===== config.mk =====
export PLATFORM = sky130hd
export DESIGN_NAME = tcd_gain
export DESIGN_NICKNAME = d
export VERILOG_FILES = /design/src/design/tcd_pkg.sv /design/src/design/tcd_gain.sv
export SDC_FILE = /design/constraint.sdc
export NUM_CORES = 1
export LEC_CHECK = 0
export ABC_AREA = 0
export BUFFER_PORTS_ARGS = -buffer_cell sky130_fd_sc_hd__buf_2
export CAP_MARGIN = 20
export CORE_ASPECT_RATIO = 1.2
export CORE_MARGIN = 8
export CORE_UTILIZATION = 30
export CTS_BUF_LIST = sky130_fd_sc_hd__clkbuf_8
export DETAILED_ROUTE_END_ITERATION = 7
export GPL_ROUTABILITY_DRIVEN = 0
export SYNTH_ARGS = -nofsm -noshare
export SYNTH_HDL_FRONTEND = slang
export SYNTH_SLANG_ARGS = --single-unit

===== constraint.sdc =====
create_clock -name clk -period 3.4 [get_ports clk]
set_input_delay 0.34 -clock clk [delete_from_list [all_inputs] [get_ports clk]]
set_output_delay 0.34 -clock clk [all_outputs]
set_load 0.02 [all_outputs]

===== src/design/tcd_pkg.sv =====
// Shared types, constants and tables for the tilt change detector.
`timescale 1ns / 1ps
`default_nettype none

package tcd_pkg;

    localparam int ANGLE_FRAC_BITS = 7;
    localparam int CORDIC_STAGES   = 16;
    localparam int TABLE_LEN       = 24;
    localparam int IDX_W           = $clog2(TABLE_LEN);

    localparam int VW = 36;   // CORDIC x/y datapath
    localparam int AW = 26;   // internal angle, 1/65536 degree

    localparam int PW  = ANGLE_FRAC_BITS + 8;
    localparam int RW  = ANGLE_FRAC_BITS + 9;
    localparam int PCW = ANGLE_FRAC_BITS + 9;
    localparam int RCW = ANGLE_FRAC_BITS + 10;
    localparam int THR_W = 16;

    localparam int INV_GAIN_Q16 = 39797;
    localparam logic [THR_W-1:0] THR_RESET = THR_W'(20 << ANGLE_FRAC_BITS);

    localparam logic signed [AW-1:0] QUARTER_TURN = AW'(90 <<< 16);

    localparam logic signed [AW-1:0] ATAN_TAB [TABLE_LEN] = '{
        26'sd2949120, 26'sd1740967, 26'sd919879, 26'sd466945,
        26'sd234379, 26'sd117304, 26'sd58666, 26'sd29335,
        26'sd14668, 26'sd7334, 26'sd3667, 26'sd1833,
        26'sd917, 26'sd458, 26'sd229, 26'sd115,
        26'sd57, 26'sd29, 26'sd14, 26'sd7,
        26'sd4, 26'sd2, 26'sd1, 26'sd0
    };

    typedef enum logic [1:0] {
        ST_ARMED   = 2'd0,
        ST_MEAS    = 2'd1,
        ST_RDFAULT = 2'd2,
        ST_LATCHED = 2'd3
    } status_t;

    typedef struct packed {
        logic signed [VW-1:0] x;
        logic signed [VW-1:0] y;
        logic signed [AW-1:0] ang;
        logic                 zero;
        status_t              mode;
        logic signed [AW-1:0] aux;
    } vec_t;

endpackage

`default_nettype wire


===== src/design/tcd_gain.sv =====
// Gain removal of the first-pass magnitude and setup of the pitch pass.
`timescale 1ns / 1ps
`default_nettype none

module tcd_gain (
    input  wire logic          clk,
    input  wire logic          rst_n,
    input  wire logic          in_valid,
    output logic               in_ready,
    input  tcd_pkg::vec_t      in_data,
    output logic               out_valid,
    input  wire logic          out_ready,
    output tcd_pkg::vec_t      out_data
);
    import tcd_pkg::*;

    localparam int MW = 33;
    localparam int LO = 16;

    logic        a_v_reg;
    logic [MW-LO+15:0] a_hi_reg;
    logic [LO+15:0]    a_lo_reg;
    logic signed [AW-1:0] a_ang_reg;
    logic signed [AW-1:0] a_aux_reg;
    status_t     a_mode_reg;
    logic        a_ready;

    logic        b_v_reg;
    vec_t        b_reg;
    vec_t        b_next;

    logic [MW-1:0]    mag;
    logic [MW+16:0]   sum;
    logic signed [VW-1:0] ax_ext;

    always_comb
    begin
        if (in_data.zero || in_data.x < 0)
            mag = '0;
        else
            mag = in_data.x[MW-1:0];
    end

    assign a_ready  = !b_v_reg || out_ready;
    assign in_ready = !a_v_reg || a_ready;

    always_ff @(posedge clk or negedge rst_n)
    begin
        if (!rst_n)
            a_v_reg <= 1'b0;
        else if (in_ready)
            a_v_reg <= in_valid;
    end

    always_ff @(posedge clk)
    begin
        if (in_ready && in_valid)
        begin
            a_hi_reg   <= mag[MW-1:LO] * 16'(INV_GAIN_Q16);
            a_lo_reg   <= mag[LO-1:0] * 16'(INV_GAIN_Q16);
            a_ang_reg  <= in_data.zero ? '0 : in_data.ang;
            a_aux_reg  <= in_data.aux;
            a_mode_reg <= in_data.mode;
        end
    end

    assign sum = ({{(MW+17-(MW-LO+16)){1'b0}}, a_hi_reg} << LO)
               + {{(MW+17-(LO+16)){1'b0}}, a_lo_reg}
               + (MW+17)'(32768);
    assign ax_ext = VW'(signed'(a_aux_reg[15:0]));

    always_comb
    begin
        b_next      = '0;
        b_next.x    = VW'(sum[MW+16:16]);
        b_next.y    = (-ax_ext) <<< 16;
        b_next.mode = a_mode_reg;
        b_next.aux  = a_ang_reg;
    end

    always_ff @(posedge clk or negedge rst_n)
    begin
        if (!rst_n)
            b_v_reg <= 1'b0;
        else if (a_ready)
            b_v_reg <= a_v_reg;
    end

    always_ff @(posedge clk)
    begin
        if (a_ready && a_v_reg)
            b_reg <= b_next;
    end

    assign out_valid = b_v_reg;
    assign out_data  = b_reg;

endmodule

`default_nettype wire


### Word level (Yosys, flattened, before mapping)

Index checks and enable logic that the tools add are counted.

* logic and storage cells: 25
* flip-flop bits (word level): 193
* input bits: 131
* output and inout bits: 129

* add/subtract/negate cells: 3
* muxes and demuxes: 1
* order comparisons: 1
* reduce and logical (&&, ||, !) cells: 7
* multipliers: 2

Operator list (count)
* adder 49 x 32 -> 50 bit: 1
* adder 50 x 16 -> 50 bit, second input constant: 1
* less-than comparator 36 x 1 -> 1 bit, second input constant: 1
* multiplier 17 x 16 -> 33 bit, second input constant: 1
* 2-to-1 mux 33 bit: 1
* multiplier 16 x 16 -> 32 bit, second input constant: 1
* negator 16 -> 20 bit: 1
* logical OR 1 bit: 3
* logical AND 1 bit: 2
* logical NOT 1 bit: 2

### Longest topological paths before layout

Gate-level depths: netlist of run 1.

* depth in word-level cells: 4
* mapped depth: 27

### Worst setup path before layout of run 1

Ideal clock, no wire load.

* kind: input -> register
* start: input in_data[28] (netlist name)
* end: register a_hi_reg[32], data pin
* slack: -3.161 ns
* setup time: 0.260 ns
* buffers on the path: 5
* stages on the path: 25
* required time: 3.140 ns
* data arrival time: 6.301 ns
* cell sequence: buf_2 -> nor2_1 -> clkbuf_1 -> clkbuf_1 -> clkbuf_1 -> nand2_1 -> fa_1 -> fa_1 -> inv_1 -> fa_1 -> fa_1 -> fa_1 -> inv_1 -> fa_1 -> inv_1 -> ha_1 -> clkbuf_1 -> nand4_1 -> nor3_1 -> o31ai_1 -> a21oi_1 -> a31oi_1 -> o2bb2ai_1 -> a221oi_2 -> xnor2_1

* cells in the longest elaborated chain, start to end: 3

RTL lines
* start: declaration: RTL line tcd_gain.sv:10 `input tcd_pkg::vec_t in_data,`
* logical OR 1 bit: RTL line tcd_gain.sv:38 `if (in_data.zero || in_data.x < 0)`
* 2-to-1 mux 33 bit: RTL line tcd_gain.sv:38
* multiplier 17 x 16 -> 33 bit: RTL line tcd_gain.sv:59 `a_hi_reg <= mag[MW-1:LO] * 16'(INV_GAIN_Q16);`
* end signal: assignment: RTL line tcd_gain.sv:59
* end: declaration: RTL line tcd_gain.sv:21 `logic [MW-LO+15:0] a_hi_reg;`

No other way between the ends.
A chain may end at the register's enable or synchronous reset.

### Final worst setup path of run 1

* start: input in_data[28] (netlist name)
* end: register a_hi_reg[29], data pin

Same word-level chain as after synthesis.

==> results of run 1 <==
==> cells by family after synthesis <==
group	Yosys count	share of synthesized area, %
other cells	1	0.0207
compound gates	199	7.41
xor+xnor	116	5.60
fa+ha+maj	454	39.4
flops	178	29.4
simple gates	303	8.57
buf+inv	419	9.65
==> area by class of cell <==
type	count	area, um^2	area share [%]
Sequential cell	178	5340	21.6
Multi-Input combinational cell	1117	12700	51.3
Inverter	343	1340	5.42
Tap cell	808	1010	4.09
Clock inverter	15	175	0.709
Timing Repair Buffer	538	3940	15.9
Clock buffer	17	234	0.946
Antenna cell	6	15.0	0.0607
==> through the flow <==
stage	total power [mW]	setup WS (ns)	hold WS (ns)
after detailed placement	9.30	-2.66	0.132
after CTS	11.3	-1.87	0.00590
final	11.5	-1.98	0.0690
after floorplan	7.26	-2.41	0.0444
after global routing	12.5	-2.11	0.0265
after global placement	9.22	-2.59	0.127
==> timing repair <==
item                                   in CTS  in global routing
setup endpoints to repair                  43                 43
endpoints found under the hold margin      20                  0
resized for setup                         109                138
hold buffers                               19                  0
pin swaps                                  67                 93
gates cloned                                1                  0
setup buffers                              20                 25
==> metal layers <==
metal / GRT usage (%) / up-vias
li1: - / 6483
met1: 15.1 / 6296
met2: 23.0 / 222
met3: 2.66 / 87
met4: 5.77 / 12
met5: 0 / -
==> cells in the final DEF (no fill, tap or decap), types with 9 or more instances in the layout <==
master,n
edfxtp_1,176
and2_4,11
nand2_1,40
xnor2_1,71
nand2_2,12
inv_2,45
fa_1,185
buf_12,9
xor2_1,34
nor3_1,15
and2_1,19
a21oi_2,22
nand2b_1,9
ha_1,208
clkbuf_8,17
dlygate4sd3_1,19
and3_1,18
nand3_1,21
o21ai_2,9
inv_1,285
nor2b_1,34
buf_4,314
a21o_1,38
buf_6,28
buf_2,164
nand4_1,13
a21oi_1,44
fa_2,10
nor2_2,10
ha_4,43
o21ai_0,12
nor2_1,46
conb_1,45
==> final timing paths <==
| check | startpoint | slack [ns] | cells past startpoint | end |
|---|---|---|---|---|
| min reg2reg | a_ang_reg[11] | 0.42 | 0 | out_data[11] |
| min in group asynchronous | rst_n | 0.15 | 2 | a_v_reg |
| min | in_valid | 0.07 | 2 | a_v_reg |
| max | in_data[28] | -1.98 | 25 | a_hi_reg[29] |
| max in group asynchronous | rst_n | 3.14 | 2 | out_valid |
| max reg2reg | a_hi_reg[0] | 0.37 | 10 | out_data[114] |
==> worst max-delay path, stage by stage <==
cell	delay [ns]
buf_12	0.12
nor2_4	0.17
buf_12	0.13
buf_12	0.14
and2_4	0.19
xnor2_4	0.07
fa_1	0.52
inv_2	0.04
fa_1	0.52
inv_2	0.04
fa_1	0.50
inv_2	0.04
fa_1	0.54
inv_2	0.04
fa_1	0.48
inv_2	0.05
ha_4	0.22
and4_4	0.15
and2_4	0.16
a211oi_4	0.26
o311ai_2	0.12
a221o_1	0.34
a21oi_2	0.20
o21ai_1	0.09
xor2_1	0.14
==> synth_stat cells, types with 4 or more instances <==
library cell	instances	area [um^2]
nand4_1	13	81.3
a21o_1	38	285
buf_4	45	338
and3_1	22	138
nand2b_1	10	62.6
nor2_1	60	225
o21ai_0	19	95.1
o21bai_1	7	52.6
inv_1	343	1290
clkbuf_1	28	105
and2_1	29	181
nand2_1	67	251
a31oi_1	7	43.8
nor2b_1	34	213
o211ai_1	5	37.5
xnor2_1	80	701
nor3_1	21	105
fa_1	195	3900
o21a_1	6	45.0
nand3_1	24	120
ha_1	259	3240
nor4_1	4	25.0
xor2_1	36	315
a21oi_1	68	340
o21ai_1	5	25.0
a211oi_1	9	67.6
edfxtp_1	176	5290
==> power groups by stage <==
| stage | clock, mW | combinational, mW | sequential, mW |
|---|---|---|---|
| final | 1.49 | 6.83 | 3.22 |
| after floorplan | 0 | 3.82 | 3.44 |
| after CTS | 1.57 | 6.48 | 3.23 |
| after global routing | 1.63 | 7.57 | 3.26 |
| after global placement | 0 | 5.96 | 3.27 |
| after detailed placement | 0 | 6.02 | 3.28 |
==> reports/metrics.yaml, run 1 <==
layout:
  nets: 2780
  syn_to_final_growth_pct: 36.2
  fillCellCount: 5715
  final_area_um2: 24700
  instances_no_fill: 3022
  largest_register_ffs: 82
  layout-drive-gt1-share_pct: 37.1
  utilization_pct: 41.0
synth:
  ys_types: 66
  netlist_instances: 1670
  async_flop_share_pct: 1.12
  synth_area_per_cell_um2: 10.9
  yosysWarningCount: 0
  syn_area_um2: 18200
  synth_edf_count: 176
  ys_ff_latch: 178
  ys.flop_type: "edfxtp_1"
  ys_seq_area_share_pct: 29.4
detailed_routing:
  routedWlPerCell_um: 15.1
  met1Wirelength_mm: 18.7
  remaining_drc_errors: 0
  dr.pass1.iters: 4
  routed.top_layer: "met5"
  wl_met3_mm: 2.03
  num_vias: 13100
  drtAntennaViolNets: 0
  met2WireLength_mm: 23.1
  via_per_inst: 4.33
  drt-initial-drc-count: 297
  routed_wl_mm: 45.7
global_routing:
  grt_overflow: 0
  track_usage_pct: 13.1
  grt_max_degree: 54
  antenna_found_initial: 12
  grt_pass1_vias: 14100
  grt_pass1_wl_mm: 71.5
critical_path:
  crit_path_start_kind: "input pin"
  cp_max_fo: 8
  critPathRequiredTime_ns: 3.63
  end_kind: "register"
  worstSetupPathType: "in2reg"
  arrival_ns: 5.62
timing:
  maxSlewViolCount: 0
  maxSlewHeadroom_pct: 44.4
  period_share_pct: 158
  fin_crit_ns: 5.38
  worst_slew_pin_slew_ns: 0.830
  final-setup-viol-count: 43
  fin_setup_tns_ns: -68.28
  fin_ws_ns: -1.98
  clock_skew_ns: 0.0183
  fmax_mhz: 186
  final_hold_viol_count: 0
  rsz0062_at_grt: "yes"
cts:
  cts-root-buf: "clkbuf_8"
  htreeDepth: 4
  clk_latency_ns: 0.49
  clk_pin_slew_ns: 0.10
  clock_path_buffers: 2
  numCtsBuffers: 17
  clock_sinks: 178
  cts_tree: "done"
power:
  power_switching_mw: 4.70
  p_int_mw: 6.84
  p_leak_nw: 12.1
  power.density_nw_per_um2: 467
  seqPwrFrac_pct: 27.9
  swShare_pct: 40.7
  power_frac_clock_pct: 12.9
  peakVddDrop_mv: 0.225
  p_comb_share_pct: 59.2
outcome:
  violations: "setup timing"
  status: "finished with violations"
flow_run:
  drv_cap: 0
floorplanning:
  coreArea_um2: 60300
  dieWidth_um: 241
  die_y_um: 285
  dieArea_um2: 68700
  rows: 99
  initial_core_util_pct: 30.1
  ios: 260
placed_design:
  place_area_um2: 22700
  port_buffers: 166
  hpwlAfterDp_mm: 39.1
  dp_cells: 2927
hold_path:
  hold_path.class: "in2reg"
Power figures use the tool's default switching activity.
==> inputs of run 2 (changes only) <==
--- a/config.mk
+++ b/config.mk
@@ -8,12 +8,15 @@
 export ABC_AREA = 0
 export BUFFER_PORTS_ARGS = -buffer_cell sky130_fd_sc_hd__buf_2
 export CAP_MARGIN = 20
+export CELL_PAD_IN_SITES_DETAIL_PLACEMENT = 0
+export CELL_PAD_IN_SITES_GLOBAL_PLACEMENT = 1
 export CORE_ASPECT_RATIO = 1.2
 export CORE_MARGIN = 8
-export CORE_UTILIZATION = 30
+export CORE_UTILIZATION = 35
 export CTS_BUF_LIST = sky130_fd_sc_hd__clkbuf_8
 export DETAILED_ROUTE_END_ITERATION = 7
 export GPL_ROUTABILITY_DRIVEN = 0
+export PLACE_DENSITY_LB_ADDON = 0.1
 export SYNTH_ARGS = -nofsm -noshare
 export SYNTH_HDL_FRONTEND = slang
 export SYNTH_SLANG_ARGS = --single-unit
==> reports/metrics.yaml, run 2 (synthesized netlist as in run 1, its figures left out) <==
detailed_routing:
  routed_wl_mm: 45.0
  routedWlPerCell_um: 15.6
  drtAntennaViolNets: 0
  num_vias: 12800
  via_per_inst: 4.44
  drt-initial-drc-count: 402
  remaining_drc_errors: 0
  dr.pass1.iters: 4
layout:
  syn_to_final_growth_pct: 33.7
  utilization_pct: 47.3
  largest_register_ffs: 82
  final_cell_mix: "304 x buf_4, 299 x inv_1, 221 x ha_1, 192 x fa_1, 176 x edfxtp_1"
  final_common_cell: "buf_4"
  fillCellCount: 4888
  instances_no_fill: 2890
  nets: 2764
  layout-drive-gt1-share_pct: 34.8
critical_path:
  crit_path_start_kind: "input pin"
  crit_top_cell: "fa_1"
  r2r_setup_slack_ns: 0.40
  arrival_ns: 5.70
  end_kind: "register"
  cp_slowest_cell: "fa_1"
  crit_chain: "buf_12, nor2_4, buf_12, buf_12, buf_12, nand2_8, fa_1, fa_1, inv_2, fa_1, fa_1, fa_1, inv_2, fa_1, inv_2, ha_4, buf_4, nand2_1, o21bai_1, o311ai_2, a221o_1, a21oi_2, o21ai_1, xor2_1"
  cp_max_fo: 6
  max_stage_delay_ns: 0.51
  worstSetupPathType: "in2reg"
  critPathRequiredTime_ns: 3.63
  reg2reg_depth: 10
cts:
  clk_pin_slew_ns: 0.10
  clock_sinks: 178
  numCtsBuffers: 17
  clk_latency_ns: 0.47
  cts_tree: "done"
  htreeDepth: 4
  cts-root-buf: "clkbuf_8"
  clock_path_buffers: 2
outcome:
  violations: "setup timing"
  status: "finished with violations"
floorplanning:
  ios: 260
  dieArea_um2: 59400
  die_y_um: 265
  rows: 91
  initial_core_util_pct: 35.3
  coreArea_um2: 51400
  dieWidth_um: 224
power:
  p_leak_nw: 12.1
  peakVddDrop_mv: 0.260
  power.density_nw_per_um2: 462
  finalPower_mw: 11.2
timing:
  clock_skew_ns: 0.0149
  fin_ws_ns: -2.06
  period_share_pct: 161
  fmax_mhz: 183
  rsz0062_at_grt: "yes"
  fin_crit_ns: 5.46
  final-setup-viol-count: 43
  hold_slack_ns: 0.0550
  worst_slew_pin_slew_ns: 0.848
  maxSlewHeadroom_pct: 43.2
  final_hold_viol_count: 0
  maxSlewViolCount: 0
global_routing:
  grt_max_degree: 51
  grt_overflow: 0
  grt_pass1_vias: 13700
  track_usage_pct: 15.0
  antenna_found_initial: 1
  grt_pass1_wl_mm: 71.9
placed_design:
  dp_cells: 2813
  port_buffers: 166
  hpwlAfterDp_mm: 38.9
hold_path:
  hold_path.class: "in2reg"
  hold_depth: 1
flow_run:
  drv_cap: 0
==> run 2: cell types whose count changed in the layout (fill, tap and decap cells not counted), moves of 4 or more <==
cell,delta
ha_1,+13
ha_2,-6
diode_2,-5
fa_1,+7
inv_2,-10
nand2_1,+4
buf_4,-10
ha_4,-7
inv_1,+14
dlygate4sd3_1,-5
fa_2,-7
==> run 2: path summary, 6_finish.rpt <==
path,start,to
max in group asynchronous,rst_n,a_v_reg
setup / recovery,in_data[28],a_hi_reg[29]
hold / removal,in_data[13],a_aux_reg[13]
min in group asynchronous,rst_n,out_valid
hold reg to reg,a_ang_reg[12],out_data[12]
setup reg to reg,a_lo_reg[15],out_data[116]
==> run 2: cell type report <==
type                    count  area, um^2  share of cell area [%]
multi-input cells        1117       12500                    51.7
clock inverters            15         109                   0.448
well taps                 697         872                    3.59
repair buffers            522        3850                    15.9
flip-flops and latches    178        5340                    22.0
inverters                 343        1330                    5.46
clock buffers              17         234                   0.964
diodes                      1        2.50                  0.0103
==> run 2: worst max-delay path, delay by kind of cell <==
| family | cells | cell delay, ns |
|---|---|---|
| xor+xnor | 1 | 0.15 |
| buf+inv | 8 | 0.77 |
| compound gates | 5 | 0.92 |
| simple gates | 3 | 0.32 |
| fa+ha+maj | 7 | 3.18 |
==> run 2: where the power goes <==
group          switching [mW]  internal (mW)  leakage [nW]  total, mW
Combinational            3.57           3.13          10.2       6.70
Sequential              0.191           3.03          1.73       3.22
Clock                   0.783          0.513         0.181       1.30
Total                    4.54           6.68          12.1       11.2
==> run 2: metrics by stage <==
stage	setup WS, ns	TNS [ns]	instance area, um^2
CTS	-1.94	-68.91	23600
finish	-2.06	-72.12	24300
floorplan	-2.41	-83.74	19000
global route	-2.16	-76.74	24300
global placement	-2.68	-98.05	22500
detailed placement	-2.71	-98.62	22500
==> run 2: routing by layer <==
| layer | vias up | wire (um) | GRT usage, % |
|---|---|---|---|
| met1 | 6176 | 21400 | 20.4 |
| met4 | 0 | 598 | 3.33 |
| met2 | 179 | 21800 | 25.3 |
| li1 | 6434 | - | - |
| met3 | 30 | 1230 | 1.74 |
| met5 | - | 0 | 0 |
==> run 2: timing repair <==
action / CTS / global route
endpoints found under the hold margin: 15 / 0
setup buffers: 22 / 15
hold buffers: 14 / 0
gates cloned: 2 / 1
gates resized for setup: 71 / 117
pin swaps: 62 / 99
setup endpoints to repair: 43 / 43
==> inputs of run 3 (changes only) <==
--- a/config.mk
+++ b/config.mk
@@ -14,9 +14,11 @@
 export CORE_MARGIN = 8
 export CORE_UTILIZATION = 35
 export CTS_BUF_LIST = sky130_fd_sc_hd__clkbuf_8
+export CTS_CLUSTER_DIAMETER = 200
 export DETAILED_ROUTE_END_ITERATION = 7
 export GPL_ROUTABILITY_DRIVEN = 0
 export PLACE_DENSITY_LB_ADDON = 0.1
+export SKIP_LAST_GASP = 1
 export SYNTH_ARGS = -nofsm -noshare
 export SYNTH_HDL_FRONTEND = slang
 export SYNTH_SLANG_ARGS = --single-unit
==> reports/metrics.yaml, run 3 (synthesized netlist as in run 1, its figures left out) <==
timing:
  hold_slack_ns: 0.0544
  worst_slew_pin_slew_ns: 0.848
  period_share_pct: 160
  fmax_mhz: 184
  fin_ws_ns: -2.04
  maxSlewHeadroom_pct: 43.2
  maxSlewViolCount: 0
  final_hold_viol_count: 0
  clock_skew_ns: 0.0137
  fin_setup_tns_ns: -72.18
  fin_crit_ns: 5.44
  rsz0062_at_grt: "yes"
  final-setup-viol-count: 43
global_routing:
  grt_pass1_vias: 13700
  grt_max_degree: 51
  grt_pass1_wl_mm: 71.9
  antenna_found_initial: 1
  grt_overflow: 0
  track_usage_pct: 15.0
flow_run:
  drv_cap: 0
outcome:
  violations: "setup timing"
  status: "finished with violations"
floorplanning:
  initial_core_util_pct: 35.3
  die_y_um: 265
  ios: 260
  dieArea_um2: 59400
  dieWidth_um: 224
  rows: 91
  coreArea_um2: 51400
layout:
  largest_register_ffs: 82
  syn_to_final_growth_pct: 34.1
  utilization_pct: 47.4
  final_cell_mix: "311 x buf_4, 297 x inv_1, 221 x ha_1, 189 x fa_1, 176 x edfxtp_1"
  final_common_cell: "buf_4"
  instances_no_fill: 2893
  fillCellCount: 4894
  nets: 2767
  layout-drive-gt1-share_pct: 35.3
  final_area_um2: 24300
placed_design:
  port_buffers: 166
  place_area_um2: 22500
  pre_cts_slack_ns: -2.71
  hpwlAfterDp_mm: 38.9
  dp_cells: 2813
cts:
  numCtsBuffers: 17
  htreeDepth: 4
  clk_latency_ns: 0.47
  clock_path_buffers: 2
  clk_pin_slew_ns: 0.10
  clock_sinks: 178
  cts_tree: "done"
  cts-root-buf: "clkbuf_8"
power:
  p_leak_nw: 12.2
  finalPower_mw: 11.4
  peakVddDrop_mv: 0.259
  power.density_nw_per_um2: 467
critical_path:
  worstSetupPathType: "in2reg"
  r2r_end: "out_data[116]"
  endpoint: "a_hi_reg[29]"
  reg2reg_from: "a_lo_reg[15]"
  cp_max_fo: 6
  critPathRequiredTime_ns: 3.63
  arrival_ns: 5.67
  r2r_setup_slack_ns: 0.40
  crit_top_cell: "fa_1"
  path_buf_inv: 9
  cp_num_cells: 25
  cp_top_family: "adder cells"
  end_kind: "register"
  max_stage_delay_ns: 0.56
  crit_path_start_kind: "input pin"
  startpoint: "in_data[28]"
  cp_slowest_cell: "fa_1"
  reg2reg_depth: 10
detailed_routing:
  num_vias: 12800
  drt-initial-drc-count: 354
  routed_wl_mm: 45.1
  via_per_inst: 4.43
  drtAntennaViolNets: 0
  dr.pass1.iters: 4
  remaining_drc_errors: 0
  routedWlPerCell_um: 15.6
hold_path:
  hold_path.class: "in2reg"
-- run 3: worst min path at each step --
stage | start | end | slack [ns] | depth (start not counted)
after floorplan | rst_n | a_v_reg | 0.04 | 0
after detailed placement | rst_n | a_v_reg | 0.13 | 1
after global routing | in_data[13] | a_aux_reg[13] | 0.009 | 1
final | in_data[13] | a_aux_reg[13] | 0.05 | 1
after CTS | in_data[15] | a_aux_reg[15] | 0.003 | 1
after global placement | rst_n | a_v_reg | 0.13 | 1
-- run 3: report_power, final --
group	total (mW)	internal [mW]	switching (mW)
clock	1.30	0.513	0.783
sequential	3.22	3.03	0.191
combinational	6.85	3.21	3.64
total	11.4	6.76	4.61
-- run 3: cell type report --
type                       count  area [um^2]  area share, %
clock buffer                  17          234          0.961
clock inverter                15          109          0.447
multi-input combinational   1117        12600           51.8
inverter                     343         1330           5.48
sequential                   178         5340           21.9
tap                          697          872           3.58
timing repair buffer         525         3850           15.8
antenna                        1         2.50         0.0103
-- run 3: repair_timing --
action,4_1_cts,5_1_grt
hold buffers,14,0
endpoints found under the setup margin,43,43
pin swaps,61,100
hold endpoints to repair,15,0
resized for setup,65,137
gates cloned,2,1
buffers inserted,22,19
-- run 3: layer usage --
layer | up-vias | part of all wire, % | global-route usage [%]
li1 | 6438 | - | -
met1 | 6182 | 48 | 20.4
met2 | 172 | 48 | 25.3
met3 | 30 | 2.6 | 1.74
met4 | 0 | 1.3 | 3.33
met5 | - | 0 | 0
